<file path="src/rtl/csl_pkg.sv">
package csl_pkg;

    localparam int NAME_LEN_W = 6;
    localparam int VALUE_W    = 31;
    localparam int KIND_W     = 4;
    localparam int QUEUE_DEPTH = 4;
    localparam int QPTR_W      = 2;

    // token kinds
    localparam logic [KIND_W-1:0] K_IDENT = 4'd0;
    localparam logic [KIND_W-1:0] K_INT   = 4'd1;
    localparam logic [KIND_W-1:0] K_KWINT = 4'd2;
    localparam logic [KIND_W-1:0] K_KWRET = 4'd3;
    localparam logic [KIND_W-1:0] K_LP    = 4'd4;
    localparam logic [KIND_W-1:0] K_RP    = 4'd5;
    localparam logic [KIND_W-1:0] K_PLUS  = 4'd6;
    localparam logic [KIND_W-1:0] K_MINUS = 4'd7;
    localparam logic [KIND_W-1:0] K_STAR  = 4'd8;
    localparam logic [KIND_W-1:0] K_DIV   = 4'd9;
    localparam logic [KIND_W-1:0] K_EQ    = 4'd10;
    localparam logic [KIND_W-1:0] K_SEMI  = 4'd11;
    localparam logic [KIND_W-1:0] K_EOF   = 4'd12;

    // back-end command codes
    localparam logic [1:0] OP_WRITE = 2'd0;
    localparam logic [1:0] OP_TOKEN = 2'd1;
    localparam logic [1:0] OP_RUN   = 2'd2;

    // characters
    localparam logic [7:0] CH_SPACE = 8'h20;
    localparam logic [7:0] CH_LF    = 8'h0A;
    localparam logic [7:0] CH_TAB   = 8'h09;
    localparam logic [7:0] CH_UNDER = 8'h5F;
    localparam logic [7:0] CH_LP    = 8'h28;
    localparam logic [7:0] CH_RP    = 8'h29;
    localparam logic [7:0] CH_PLUS  = 8'h2B;
    localparam logic [7:0] CH_MINUS = 8'h2D;
    localparam logic [7:0] CH_STAR  = 8'h2A;
    localparam logic [7:0] CH_DIV   = 8'h2F;
    localparam logic [7:0] CH_EQ    = 8'h3D;
    localparam logic [7:0] CH_SEMI  = 8'h3B;
    localparam logic [7:0] CH_EOF   = 8'hFF;

    localparam logic [VALUE_W-1:0] VALUE_MAX = 31'h7FFF_FFFF;

    typedef struct packed {
        logic [1:0]            op;
        logic [KIND_W-1:0]     kind;
        logic [VALUE_W-1:0]    value;
        logic [7:0]            chr;
        logic [NAME_LEN_W-1:0] len;
        logic                  ovf;
    } cmd_t;

endpackage

</file>
<file path="src/rtl/csl_front.sv">
module csl_front #(
    parameter int MAX_NAME_LEN = 32
) (
    input  logic          aclk,
    input  logic          aresetn,
    input  logic          s_valid,
    output logic          s_ready,
    input  logic [7:0]    s_char_code,
    input  logic          s_end_of_text,
    output logic          push_valid,
    input  logic          push_ready,
    output csl_pkg::cmd_t push_cmd
);
    import csl_pkg::*;

    localparam logic [1:0] MODE_IDLE = 2'd0;
    localparam logic [1:0] MODE_NAME = 2'd1;
    localparam logic [1:0] MODE_NUM  = 2'd2;

    logic [1:0]            mode_reg,  mode_next;
    logic [NAME_LEN_W-1:0] count_reg, count_next;
    logic                  ovf_reg,   ovf_next;
    logic [VALUE_W-1:0]    accum_reg, accum_next;
    logic                  mint_reg,  mint_next;
    logic                  mret_reg,  mret_next;
    logic [2:0]            pend_v_reg, pend_v_next;
    cmd_t                  pend_reg [3];
    cmd_t                  pend_next [3];

    logic [1:0]  sel;
    logic        push;
    logic        accept;
    logic        is_let, is_dig, add_name, add_dig;
    logic [34:0] dsum;
    cmd_t        f1, mid, f2;
    logic        f1_v, mid_v, f2_v;
    logic [KIND_W-1:0] op_kind;
    logic        op_ok;

    function automatic logic [7:0] kw_int_char(input logic [2:0] idx);
        case (idx)
            3'd0:    kw_int_char = 8'h69;
            3'd1:    kw_int_char = 8'h6E;
            3'd2:    kw_int_char = 8'h74;
            default: kw_int_char = 8'h00;
        endcase
    endfunction

    function automatic logic [7:0] kw_ret_char(input logic [2:0] idx);
        case (idx)
            3'd0:    kw_ret_char = 8'h72;
            3'd1:    kw_ret_char = 8'h65;
            3'd2:    kw_ret_char = 8'h74;
            3'd3:    kw_ret_char = 8'h75;
            3'd4:    kw_ret_char = 8'h72;
            3'd5:    kw_ret_char = 8'h6E;
            default: kw_ret_char = 8'h00;
        endcase
    endfunction

    function automatic cmd_t make_flush(input logic [1:0] mode,
                                        input logic [NAME_LEN_W-1:0] count,
                                        input logic ovf,
                                        input logic [VALUE_W-1:0] accum,
                                        input logic mint,
                                        input logic mret);
        cmd_t r;
        r = '0;
        if (mode == MODE_NAME) begin
            if (!ovf && count == 6'd3 && mint) begin
                r.op = OP_TOKEN;
                r.kind = K_KWINT;
            end else if (!ovf && count == 6'd6 && mret) begin
                r.op = OP_TOKEN;
                r.kind = K_KWRET;
            end else begin
                r.op = OP_RUN;
                r.kind = K_IDENT;
                r.len = count;
                r.ovf = ovf;
            end
        end else begin
            r.op = OP_TOKEN;
            r.kind = K_INT;
            r.value = accum;
            r.ovf = ovf;
        end
        return r;
    endfunction

    // oldest pending command goes first
    always_comb begin
        if (pend_v_reg[0]) begin
            sel = 2'd0;
        end else if (pend_v_reg[1]) begin
            sel = 2'd1;
        end else begin
            sel = 2'd2;
        end
    end

    assign push_valid = |pend_v_reg;
    assign push_cmd   = pend_reg[sel];
    assign push       = push_valid && push_ready;
    assign s_ready    = (pend_v_reg == 3'b000) ||
                        (push && $countones(pend_v_reg) == 1);
    assign accept     = s_valid && s_ready;

    assign is_let = (s_char_code >= 8'h41 && s_char_code <= 8'h5A) ||
                    (s_char_code >= 8'h61 && s_char_code <= 8'h7A);
    assign is_dig = (s_char_code >= 8'h30 && s_char_code <= 8'h39);

    always_comb begin
        case (s_char_code)
            CH_LP:    begin op_kind = K_LP;    op_ok = 1'b1; end
            CH_RP:    begin op_kind = K_RP;    op_ok = 1'b1; end
            CH_PLUS:  begin op_kind = K_PLUS;  op_ok = 1'b1; end
            CH_MINUS: begin op_kind = K_MINUS; op_ok = 1'b1; end
            CH_STAR:  begin op_kind = K_STAR;  op_ok = 1'b1; end
            CH_DIV:   begin op_kind = K_DIV;   op_ok = 1'b1; end
            CH_EQ:    begin op_kind = K_EQ;    op_ok = 1'b1; end
            CH_SEMI:  begin op_kind = K_SEMI;  op_ok = 1'b1; end
            CH_EOF:   begin op_kind = K_EOF;   op_ok = 1'b1; end
            default:  begin op_kind = K_IDENT; op_ok = 1'b0; end
        endcase
    end

    always_comb begin
        mode_next  = mode_reg;
        count_next = count_reg;
        ovf_next   = ovf_reg;
        accum_next = accum_reg;
        mint_next  = mint_reg;
        mret_next  = mret_reg;
        f1 = '0;
        f1_v = 1'b0;
        mid = '0;
        mid_v = 1'b0;
        f2 = '0;
        f2_v = 1'b0;
        add_name = 1'b0;
        add_dig = 1'b0;
        dsum = '0;

        if (mode_reg == MODE_NAME && (is_let || s_char_code == CH_UNDER)) begin
            add_name = 1'b1;
        end else if (mode_reg == MODE_NUM && is_dig) begin
            add_dig = 1'b1;
        end else begin
            f1 = make_flush(mode_reg, count_reg, ovf_reg, accum_reg,
                            mint_reg, mret_reg);
            f1_v = (mode_reg != MODE_IDLE);
            mode_next  = MODE_IDLE;
            count_next = '0;
            ovf_next   = 1'b0;
            accum_next = '0;
            mint_next  = 1'b1;
            mret_next  = 1'b1;
            if (is_let) begin
                mode_next = MODE_NAME;
                add_name = 1'b1;
            end else if (is_dig) begin
                mode_next = MODE_NUM;
                add_dig = 1'b1;
            end else begin
                mid.op = OP_TOKEN;
                mid.kind = op_kind;
                mid_v = op_ok;
            end
        end

        if (add_name) begin
            if (count_next < NAME_LEN_W'(MAX_NAME_LEN)) begin
                mid.op  = OP_WRITE;
                mid.chr = s_char_code;
                mid.len = count_next;
                mid_v   = 1'b1;
                mint_next = mint_next && (count_next < 6'd3) &&
                            (s_char_code == kw_int_char(count_next[2:0]));
                mret_next = mret_next && (count_next < 6'd6) &&
                            (s_char_code == kw_ret_char(count_next[2:0]));
                count_next = count_next + 6'd1;
            end else begin
                ovf_next = 1'b1;
            end
        end

        if (add_dig) begin
            dsum = ({4'd0, accum_next} << 3) + ({4'd0, accum_next} << 1) +
                   {31'd0, s_char_code[3:0]};
            if (dsum > {4'd0, VALUE_MAX}) begin
                accum_next = VALUE_MAX;
                ovf_next = 1'b1;
            end else begin
                accum_next = dsum[VALUE_W-1:0];
            end
        end

        if (s_end_of_text) begin
            f2 = make_flush(mode_next, count_next, ovf_next, accum_next,
                            mint_next, mret_next);
            f2_v = (mode_next != MODE_IDLE);
            mode_next  = MODE_IDLE;
            count_next = '0;
            ovf_next   = 1'b0;
            accum_next = '0;
            mint_next  = 1'b1;
            mret_next  = 1'b1;
        end
    end

    always_comb begin
        pend_v_next = pend_v_reg;
        pend_next[0] = pend_reg[0];
        pend_next[1] = pend_reg[1];
        pend_next[2] = pend_reg[2];
        if (push) begin
            pend_v_next[sel] = 1'b0;
        end
        if (accept) begin
            pend_v_next = {f2_v, mid_v, f1_v};
            pend_next[0] = f1;
            pend_next[1] = mid;
            pend_next[2] = f2;
        end
    end

    always_ff @(posedge aclk) begin
        if (!aresetn) begin
            mode_reg   <= MODE_IDLE;
            count_reg  <= '0;
            ovf_reg    <= 1'b0;
            accum_reg  <= '0;
            mint_reg   <= 1'b1;
            mret_reg   <= 1'b1;
            pend_v_reg <= '0;
        end else begin
            pend_v_reg <= pend_v_next;
            if (accept) begin
                mode_reg  <= mode_next;
                count_reg <= count_next;
                ovf_reg   <= ovf_next;
                accum_reg <= accum_next;
                mint_reg  <= mint_next;
                mret_reg  <= mret_next;
            end
        end
    end

    always_ff @(posedge aclk) begin
        pend_reg[0] <= pend_next[0];
        pend_reg[1] <= pend_next[1];
        pend_reg[2] <= pend_next[2];
    end

endmodule

</file>
<file path="src/rtl/csl_queue.sv">
module csl_queue (
    input  logic          aclk,
    input  logic          aresetn,
    input  logic          push_valid,
    output logic          push_ready,
    input  csl_pkg::cmd_t push_cmd,
    output logic          pop_valid,
    input  logic          pop_ready,
    output csl_pkg::cmd_t pop_cmd
);
    import csl_pkg::*;

    cmd_t              slot_reg [QUEUE_DEPTH];
    logic [QPTR_W-1:0] wr_ptr_reg, wr_ptr_next;
    logic [QPTR_W-1:0] rd_ptr_reg, rd_ptr_next;
    logic [QPTR_W:0]   fill_reg,   fill_next;
    logic              do_push, do_pop;

    assign push_ready = (fill_reg != (QPTR_W+1)'(QUEUE_DEPTH));
    assign pop_valid  = (fill_reg != '0);
    assign pop_cmd    = slot_reg[rd_ptr_reg];
    assign do_push    = push_valid && push_ready;
    assign do_pop     = pop_valid && pop_ready;

    always_comb begin
        wr_ptr_next = do_push ? wr_ptr_reg + 1'b1 : wr_ptr_reg;
        rd_ptr_next = do_pop ? rd_ptr_reg + 1'b1 : rd_ptr_reg;
        fill_next   = fill_reg;
        if (do_push && !do_pop) begin
            fill_next = fill_reg + 1'b1;
        end else if (do_pop && !do_push) begin
            fill_next = fill_reg - 1'b1;
        end
    end

    always_ff @(posedge aclk) begin
        if (!aresetn) begin
            wr_ptr_reg <= '0;
            rd_ptr_reg <= '0;
            fill_reg   <= '0;
        end else begin
            wr_ptr_reg <= wr_ptr_next;
            rd_ptr_reg <= rd_ptr_next;
            fill_reg   <= fill_next;
        end
    end

    always_ff @(posedge aclk) begin
        if (do_push) begin
            slot_reg[wr_ptr_reg] <= push_cmd;
        end
    end

endmodule

</file>
<file path="src/rtl/csl_back.sv">
module csl_back #(
    parameter int MAX_NAME_LEN = 32
) (
    input  logic                            aclk,
    input  logic                            aresetn,
    input  logic                            pop_valid,
    output logic                            pop_ready,
    input  csl_pkg::cmd_t                   pop_cmd,
    output logic                            m_valid,
    input  logic                            m_ready,
    output logic [csl_pkg::KIND_W-1:0]      m_token_kind,
    output logic [csl_pkg::VALUE_W-1:0]     m_int_value,
    output logic [7:0]                      m_name_char,
    output logic [csl_pkg::NAME_LEN_W-1:0]  m_name_length,
    output logic                            m_run_last,
    output logic                            m_overflow_flag
);
    import csl_pkg::*;

    localparam int IDX_W = $clog2(MAX_NAME_LEN);

    localparam logic [1:0] B_IDLE = 2'd0;
    localparam logic [1:0] B_READ = 2'd1;
    localparam logic [1:0] B_SEND = 2'd2;

    logic [7:0]            name_mem [MAX_NAME_LEN];
    logic [7:0]            rd_reg;
    logic [1:0]            state_reg, state_next;
    logic [IDX_W-1:0]      idx_reg, idx_next;
    logic [NAME_LEN_W-1:0] len_reg;
    logic                  rovf_reg;

    logic                  valid_reg, valid_next;
    logic [KIND_W-1:0]     kind_reg;
    logic [VALUE_W-1:0]    value_reg;
    logic [7:0]            chr_reg;
    logic [NAME_LEN_W-1:0] olen_reg;
    logic                  last_reg;
    logic                  oovf_reg;

    logic out_free, pop, load_tok, load_run, run_end;

    assign out_free  = !valid_reg || m_ready;
    assign pop_ready = (state_reg == B_IDLE) &&
                       (pop_cmd.op != OP_TOKEN || out_free);
    assign pop       = pop_valid && pop_ready;
    assign load_tok  = pop && pop_cmd.op == OP_TOKEN;
    assign load_run  = (state_reg == B_SEND) && out_free;
    assign run_end   = (NAME_LEN_W'(idx_reg) + 6'd1) == len_reg;

    always_comb begin
        state_next = state_reg;
        idx_next   = idx_reg;
        valid_next = valid_reg && !m_ready;
        case (state_reg)
            B_IDLE: begin
                if (pop && pop_cmd.op == OP_RUN) begin
                    state_next = B_READ;
                    idx_next = '0;
                end
            end
            B_READ: begin
                state_next = B_SEND;
            end
            B_SEND: begin
                if (out_free) begin
                    if (run_end) begin
                        state_next = B_IDLE;
                    end else begin
                        state_next = B_READ;
                        idx_next = idx_reg + 1'b1;
                    end
                end
            end
            default: begin
                state_next = B_IDLE;
            end
        endcase
        if (load_tok || load_run) begin
            valid_next = 1'b1;
        end
    end

    always_ff @(posedge aclk) begin
        if (!aresetn) begin
            state_reg <= B_IDLE;
            valid_reg <= 1'b0;
        end else begin
            state_reg <= state_next;
            valid_reg <= valid_next;
        end
    end

    always_ff @(posedge aclk) begin
        idx_reg <= idx_next;
        if (pop && pop_cmd.op == OP_RUN) begin
            len_reg  <= pop_cmd.len;
            rovf_reg <= pop_cmd.ovf;
        end
        if (load_tok) begin
            kind_reg  <= pop_cmd.kind;
            value_reg <= pop_cmd.value;
            chr_reg   <= '0;
            olen_reg  <= '0;
            last_reg  <= 1'b1;
            oovf_reg  <= pop_cmd.ovf;
        end else if (load_run) begin
            kind_reg  <= K_IDENT;
            value_reg <= '0;
            chr_reg   <= rd_reg;
            olen_reg  <= len_reg;
            last_reg  <= run_end;
            oovf_reg  <= rovf_reg;
        end
    end

    // name buffer
    always_ff @(posedge aclk) begin
        if (pop && pop_cmd.op == OP_WRITE) begin
            name_mem[pop_cmd.len[IDX_W-1:0]] <= pop_cmd.chr;
        end
        if (state_reg == B_READ) begin
            rd_reg <= name_mem[idx_reg];
        end
    end

    assign m_valid         = valid_reg;
    assign m_token_kind    = kind_reg;
    assign m_int_value     = value_reg;
    assign m_name_char     = chr_reg;
    assign m_name_length   = olen_reg;
    assign m_run_last      = last_reg;
    assign m_overflow_flag = oovf_reg;

endmodule

</file>
<file path="src/rtl/c_subset_lexer_top.sv">
// tokenizer for a small c subset, one source byte per request
// input channel s_*: s_char_code (255 = end of file) and s_end_of_text,
// which flushes any pending identifier or integer after that byte
// result channel m_*: one result per operator, integer, keyword or eof
// token; an identifier gives one result per stored character, with
// m_run_last high on its final character
// a byte is split into at most three commands that go one per cycle,
// while the queue has room, into a four-entry queue, so a byte that ends
// one token and starts another holds the input until the last is pushed
// the back end writes name characters into the name buffer, sends a
// single-result token straight to its output register and an identifier
// run one character at a time (buffer read, then output register)
// a single-result token passes the front end's pending register, a queue
// slot and the output register; an identifier run adds a buffer read
// when m_ready is low the output register holds, the queue fills and
// s_ready drops; no result is lost or repeated
// reset (aresetn low, synchronous) returns to no pending token and
// empties the queue and the output register
module c_subset_lexer_top #(
    parameter int MAX_NAME_LEN = 32
) (
    input  logic                            aclk,
    input  logic                            aresetn,
    input  logic                            s_valid,
    output logic                            s_ready,
    input  logic [7:0]                      s_char_code,
    input  logic                            s_end_of_text,
    output logic                            m_valid,
    input  logic                            m_ready,
    output logic [csl_pkg::KIND_W-1:0]      m_token_kind,
    output logic [csl_pkg::VALUE_W-1:0]     m_int_value,
    output logic [7:0]                      m_name_char,
    output logic [csl_pkg::NAME_LEN_W-1:0]  m_name_length,
    output logic                            m_run_last,
    output logic                            m_overflow_flag
);
    import csl_pkg::*;

    logic push_valid, push_ready, pop_valid, pop_ready;
    cmd_t push_cmd, pop_cmd;

    csl_front #(
        .MAX_NAME_LEN (MAX_NAME_LEN)
    ) u_front (
        .aclk          (aclk),
        .aresetn       (aresetn),
        .s_valid       (s_valid),
        .s_ready       (s_ready),
        .s_char_code   (s_char_code),
        .s_end_of_text (s_end_of_text),
        .push_valid    (push_valid),
        .push_ready    (push_ready),
        .push_cmd      (push_cmd)
    );

    csl_queue u_queue (
        .aclk       (aclk),
        .aresetn    (aresetn),
        .push_valid (push_valid),
        .push_ready (push_ready),
        .push_cmd   (push_cmd),
        .pop_valid  (pop_valid),
        .pop_ready  (pop_ready),
        .pop_cmd    (pop_cmd)
    );

    csl_back #(
        .MAX_NAME_LEN (MAX_NAME_LEN)
    ) u_back (
        .aclk            (aclk),
        .aresetn         (aresetn),
        .pop_valid       (pop_valid),
        .pop_ready       (pop_ready),
        .pop_cmd         (pop_cmd),
        .m_valid         (m_valid),
        .m_ready         (m_ready),
        .m_token_kind    (m_token_kind),
        .m_int_value     (m_int_value),
        .m_name_char     (m_name_char),
        .m_name_length   (m_name_length),
        .m_run_last      (m_run_last),
        .m_overflow_flag (m_overflow_flag)
    );

endmodule

</file>
<file path="config.mk">
export PLATFORM = sky130hd
export DESIGN_NAME = c_subset_lexer_top
export DESIGN_NICKNAME = d
export VERILOG_FILES = /design/src/rtl/csl_pkg.sv /design/src/rtl/csl_front.sv /design/src/rtl/csl_queue.sv /design/src/rtl/csl_back.sv /design/src/rtl/c_subset_lexer_top.sv
export SDC_FILE = /design/constraint.sdc
export NUM_CORES = 1
export LEC_CHECK = 0
export ABC_AREA = 1
export BUFFER_PORTS_ARGS = -buffer_cell sky130_fd_sc_hd__buf_2
export CAP_MARGIN = 20
export CORE_ASPECT_RATIO = 0.8
export CORE_UTILIZATION = 40
export CTS_CLUSTER_DIAMETER = 100
export CTS_CLUSTER_SIZE = 12
export DETAILED_ROUTE_END_ITERATION = 10
export PLACE_DENSITY_LB_ADDON = 0.08
export SLEW_MARGIN = 10
export SYNTH_ARGS = -nofsm -noshare
export SYNTH_HDL_FRONTEND = slang
export SYNTH_SLANG_ARGS = --single-unit
</file>
<file path="constraint.sdc">
create_clock -name aclk -period 5.8 [get_ports aclk]
set_input_delay 1.16 -clock aclk [delete_from_list [all_inputs] [get_ports aclk]]
set_output_delay 1.16 -clock aclk [all_outputs]
set_load 0.01 [all_outputs]
</file>
==> impl_metrics.env <==
export IMPL_status="completed"
export IMPL_drv_cap=0
export IMPL_p_leak_nw=12.6
export IMPL_postCtsSetupRepairBufs=0
export IMPL_tns_ps=0
export IMPL_htreeDepth=3
export IMPL_required_ps=6310
export IMPL_ir_worst_vdd_mv=0.295
export IMPL_cts_sinks=695
export IMPL_cpPeakStageDelay_ps=490
export IMPL_synth_top_family_by_area="simple AND/OR/NAND/NOR gates"
export IMPL_synth_common_cells="edfxtp_1 (623), nor2_1 (597), nand2_1 (379)"
export IMPL_crit_path_end_kind="flip-flop"
export IMPL_setup_viol=0
export IMPL_layout_setup_ws_ps=652
export IMPL_fin_crit_ps=5150
export IMPL_first_pass_iters=5
export IMPL_p_per_area_mw_per_mm2=493
export IMPL_slew_violations=0
export IMPL_insertion_delay_ps=610
export IMPL_grt_pass1_wl_microns=127000
export IMPL_avgRoutedWirePerCell_microns=21.2
export IMPL_syn_area_sq_mm=0.0312
export IMPL_viasPerCell=5.30
export IMPL_synth_area_per_cell_sq_um=10.8
export IMPL_nets=3030
export IMPL_drc=0
export IMPL_clock_skew_ps=24.0
export IMPL_cts_made_buffers=67
export IMPL_die_area_sq_mm=0.0791
export IMPL_synthArstFlopShare_pct=0
export IMPL_path_clk_slew_ps=60
export IMPL_hold_violations=0
export IMPL_synthAdderAreaFrac_pct=3.39
export IMPL_antenna_found_initial=1
export IMPL_core_sq_mm=0.0771
export IMPL_port_buffers=65
export IMPL_grt_max_degree=134
export IMPL_ys_types=58
export IMPL_synth_flop_cell="edfxtp_1"
export IMPL_n_fill_cell=7187
export IMPL_r2r_slack_ps=1190
export IMPL_cts_hold_buf=0
export IMPL_yosysTopAreaCell="edfxtp_1"
export IMPL_worst_pin_slew_ps=1120
export IMPL_gr_total_overflow=0
export IMPL_track_usage_pct=21.3
export IMPL_ys_warn_count=0
export IMPL_critPathMaxFanout=20
export IMPL_drive_gt1_share_pct=9.74
export IMPL_fin_crit_sh_pct=88.8
export IMPL_num_vias=21200
export IMPL_worstSetupPathType="in -> reg"
export IMPL_die_h_microns=252
export IMPL_hp_class="reg -> reg"
export IMPL_grt_setup_unrepaired="no"
export IMPL_wl_microns=84800
export IMPL_synth_compound_area_share_pct=11.0
export IMPL_start_util_pct=40.5
export IMPL_cp_data_arrival_time_ps=5650
export IMPL_netlist_instances=2895
export IMPL_cts_tree="built"
export IMPL_clk_path_buf_depth=3
export IMPL_io_pin_count=66
export IMPL_placementRows=91
export IMPL_gp_congestion=0.901
export IMPL_ant_nets=0
export IMPL_ys_ff_latch=695
export IMPL_grt_pass1_vias=20000
export IMPL_largest_reg_flops=256
export IMPL_synth_simple_gate_area_share_pct=15.5
export IMPL_die_w_microns=314
export IMPL_cts_resized=0
export IMPL_hpwl_microns=53900
export IMPL_path_common_cell="nand2_1"
export IMPL_synthXorXnorAreaFrac_pct=0.899
export IMPL_synth_top_area_share_pct=60.0
export IMPL_synth_mux_area_fraction_pct=0.0361
export IMPL_max_slew_margin_pct=25.7
export IMPL_area_growth_pct=11.3
export IMPL_fmax_mhz=194
export IMPL_drtIter0Drc=2035
export IMPL_cts_root_buf="clkbuf_16"
export IMPL_synth_edf_count=623
export IMPL_crit_slowest_cell="xor2_1"
export IMPL_seq_area_frac_synth_pct=64.6
export IMPL_synth_area_leaders="edfxtp_1 (60%), nor2_1 (7.2%), dfxtp_1 (4.6%)"
export IMPL_start_kind="primary input"
export IMPL_synth_most_common_cell="edfxtp_1"
export IMPL_pre_cts_ws_ps=170
## per-stage QoR
step | power, mW | cell area [sq um] | hold WS (ps) | utilization (%) | std cells
5_1_grt | 18.0 | 34700 | 493 | 45.0 | 4000
6_report | 17.1 | 34700 | 468 | 45.0 | 4001
4_1_cts | 17.2 | 34700 | 468 | 45.0 | 3998
3_3_place_gp | 13.1 | 32800 | 447 | 42.5 | 3887
2_1_floorplan | 10.8 | 31200 | 432 | - | 2896
3_5_place_dp | 13.2 | 32800 | 458 | 42.5 | 3887
## metal layers
metal / share of wire [%] / routed length, microns / vias up / track usage, %
li1: - / - / 10200 / -
met5: 0 / 0 / - / 0
met1: 51 / 43100 / 10400 / 34.1
met2: 40 / 34000 / 599 / 29.1
met3: 7.8 / 6590 / 90 / 4.87
met4: 1.4 / 1190 / 0 / 3.99
## report_power, final
part	total, mW	switching, mW	internal [mW]
Combinational	5.49	4.23	1.27
Sequential	7.60	0.345	7.26
Clock	4.02	1.86	2.16
## placed cells by master, fill, tap and decap left out, types with 16 or more instances in the layout
| master | synthesis | final |
|---|---|---|
| a21oi_1 | 103 | 103 |
| a22o_1 | 33 | 33 |
| buf_2 | 7 | 65 |
| buf_4 | 4 | 42 |
| clkbuf_1 | 115 | 39 |
| clkbuf_16 | 0 | 67 |
| dfxtp_1 | 72 | 70 |
| edfxtp_1 | 623 | 623 |
| ha_1 | 78 | 77 |
| inv_1 | 205 | 201 |
| nand2_1 | 379 | 377 |
| nand3_1 | 95 | 94 |
| nand3_2 | 16 | 17 |
| nor2_1 | 597 | 592 |
| o21a_1 | 22 | 22 |
| o21ai_0 | 273 | 273 |
| o221ai_1 | 52 | 52 |
| o22ai_1 | 24 | 16 |
| xor2_1 | 17 | 17 |
## kinds of logic (layout without fill, tap and decap cells)
family          after synthesis  count (layout)
other cells                   1               3
mux                           1               1
xor+xnor                     32              32
compound gates              569             569
buf+inv                     358             439
simple gates               1157            1157
fa+ha+maj                    82              82
flops                       695             695
## final cells by class
type                            count  area, sq um  area share (%)
Multi-Input combinational cell   1843         9770            28.1
Inverter                          214          815            2.35
Sequential cell                   695        20200            58.1
Antenna cell                        1         2.50         0.00721
Clock inverter                      5         70.1           0.202
Clock buffer                      106         1820            5.25
Tap cell                         1023         1280            3.69
Timing Repair Buffer              114          796            2.29
## worst paths after layout
path                                       from                                  to  cells past startpoint
max                              s_char_code[7]  u_front.accum_reg[25]$_SDFFE_PN0P_                     27
max reg2reg    u_front.mode_reg[0]$_SDFFE_PN0P_  u_front.accum_reg[25]$_SDFFE_PN0P_                     23
min reg2reg  u_front.accum_reg[22]$_SDFFE_PN0P_  u_front.accum_reg[22]$_SDFFE_PN0P_                      2
min          u_front.accum_reg[22]$_SDFFE_PN0P_  u_front.accum_reg[22]$_SDFFE_PN0P_                      2
## worst max-delay path: cells and delay by family
kind | cells | cell delay (ps)
buffers and inverters | 6 | 700
adder cells (fa/ha/maj) | 2 | 670
AO/OA/AOI/OAI | 4 | 680
AND/OR/NAND/NOR | 14 | 1910
XOR/XNOR | 1 | 490
Note: power is estimated with default switching activity, not from simulation.
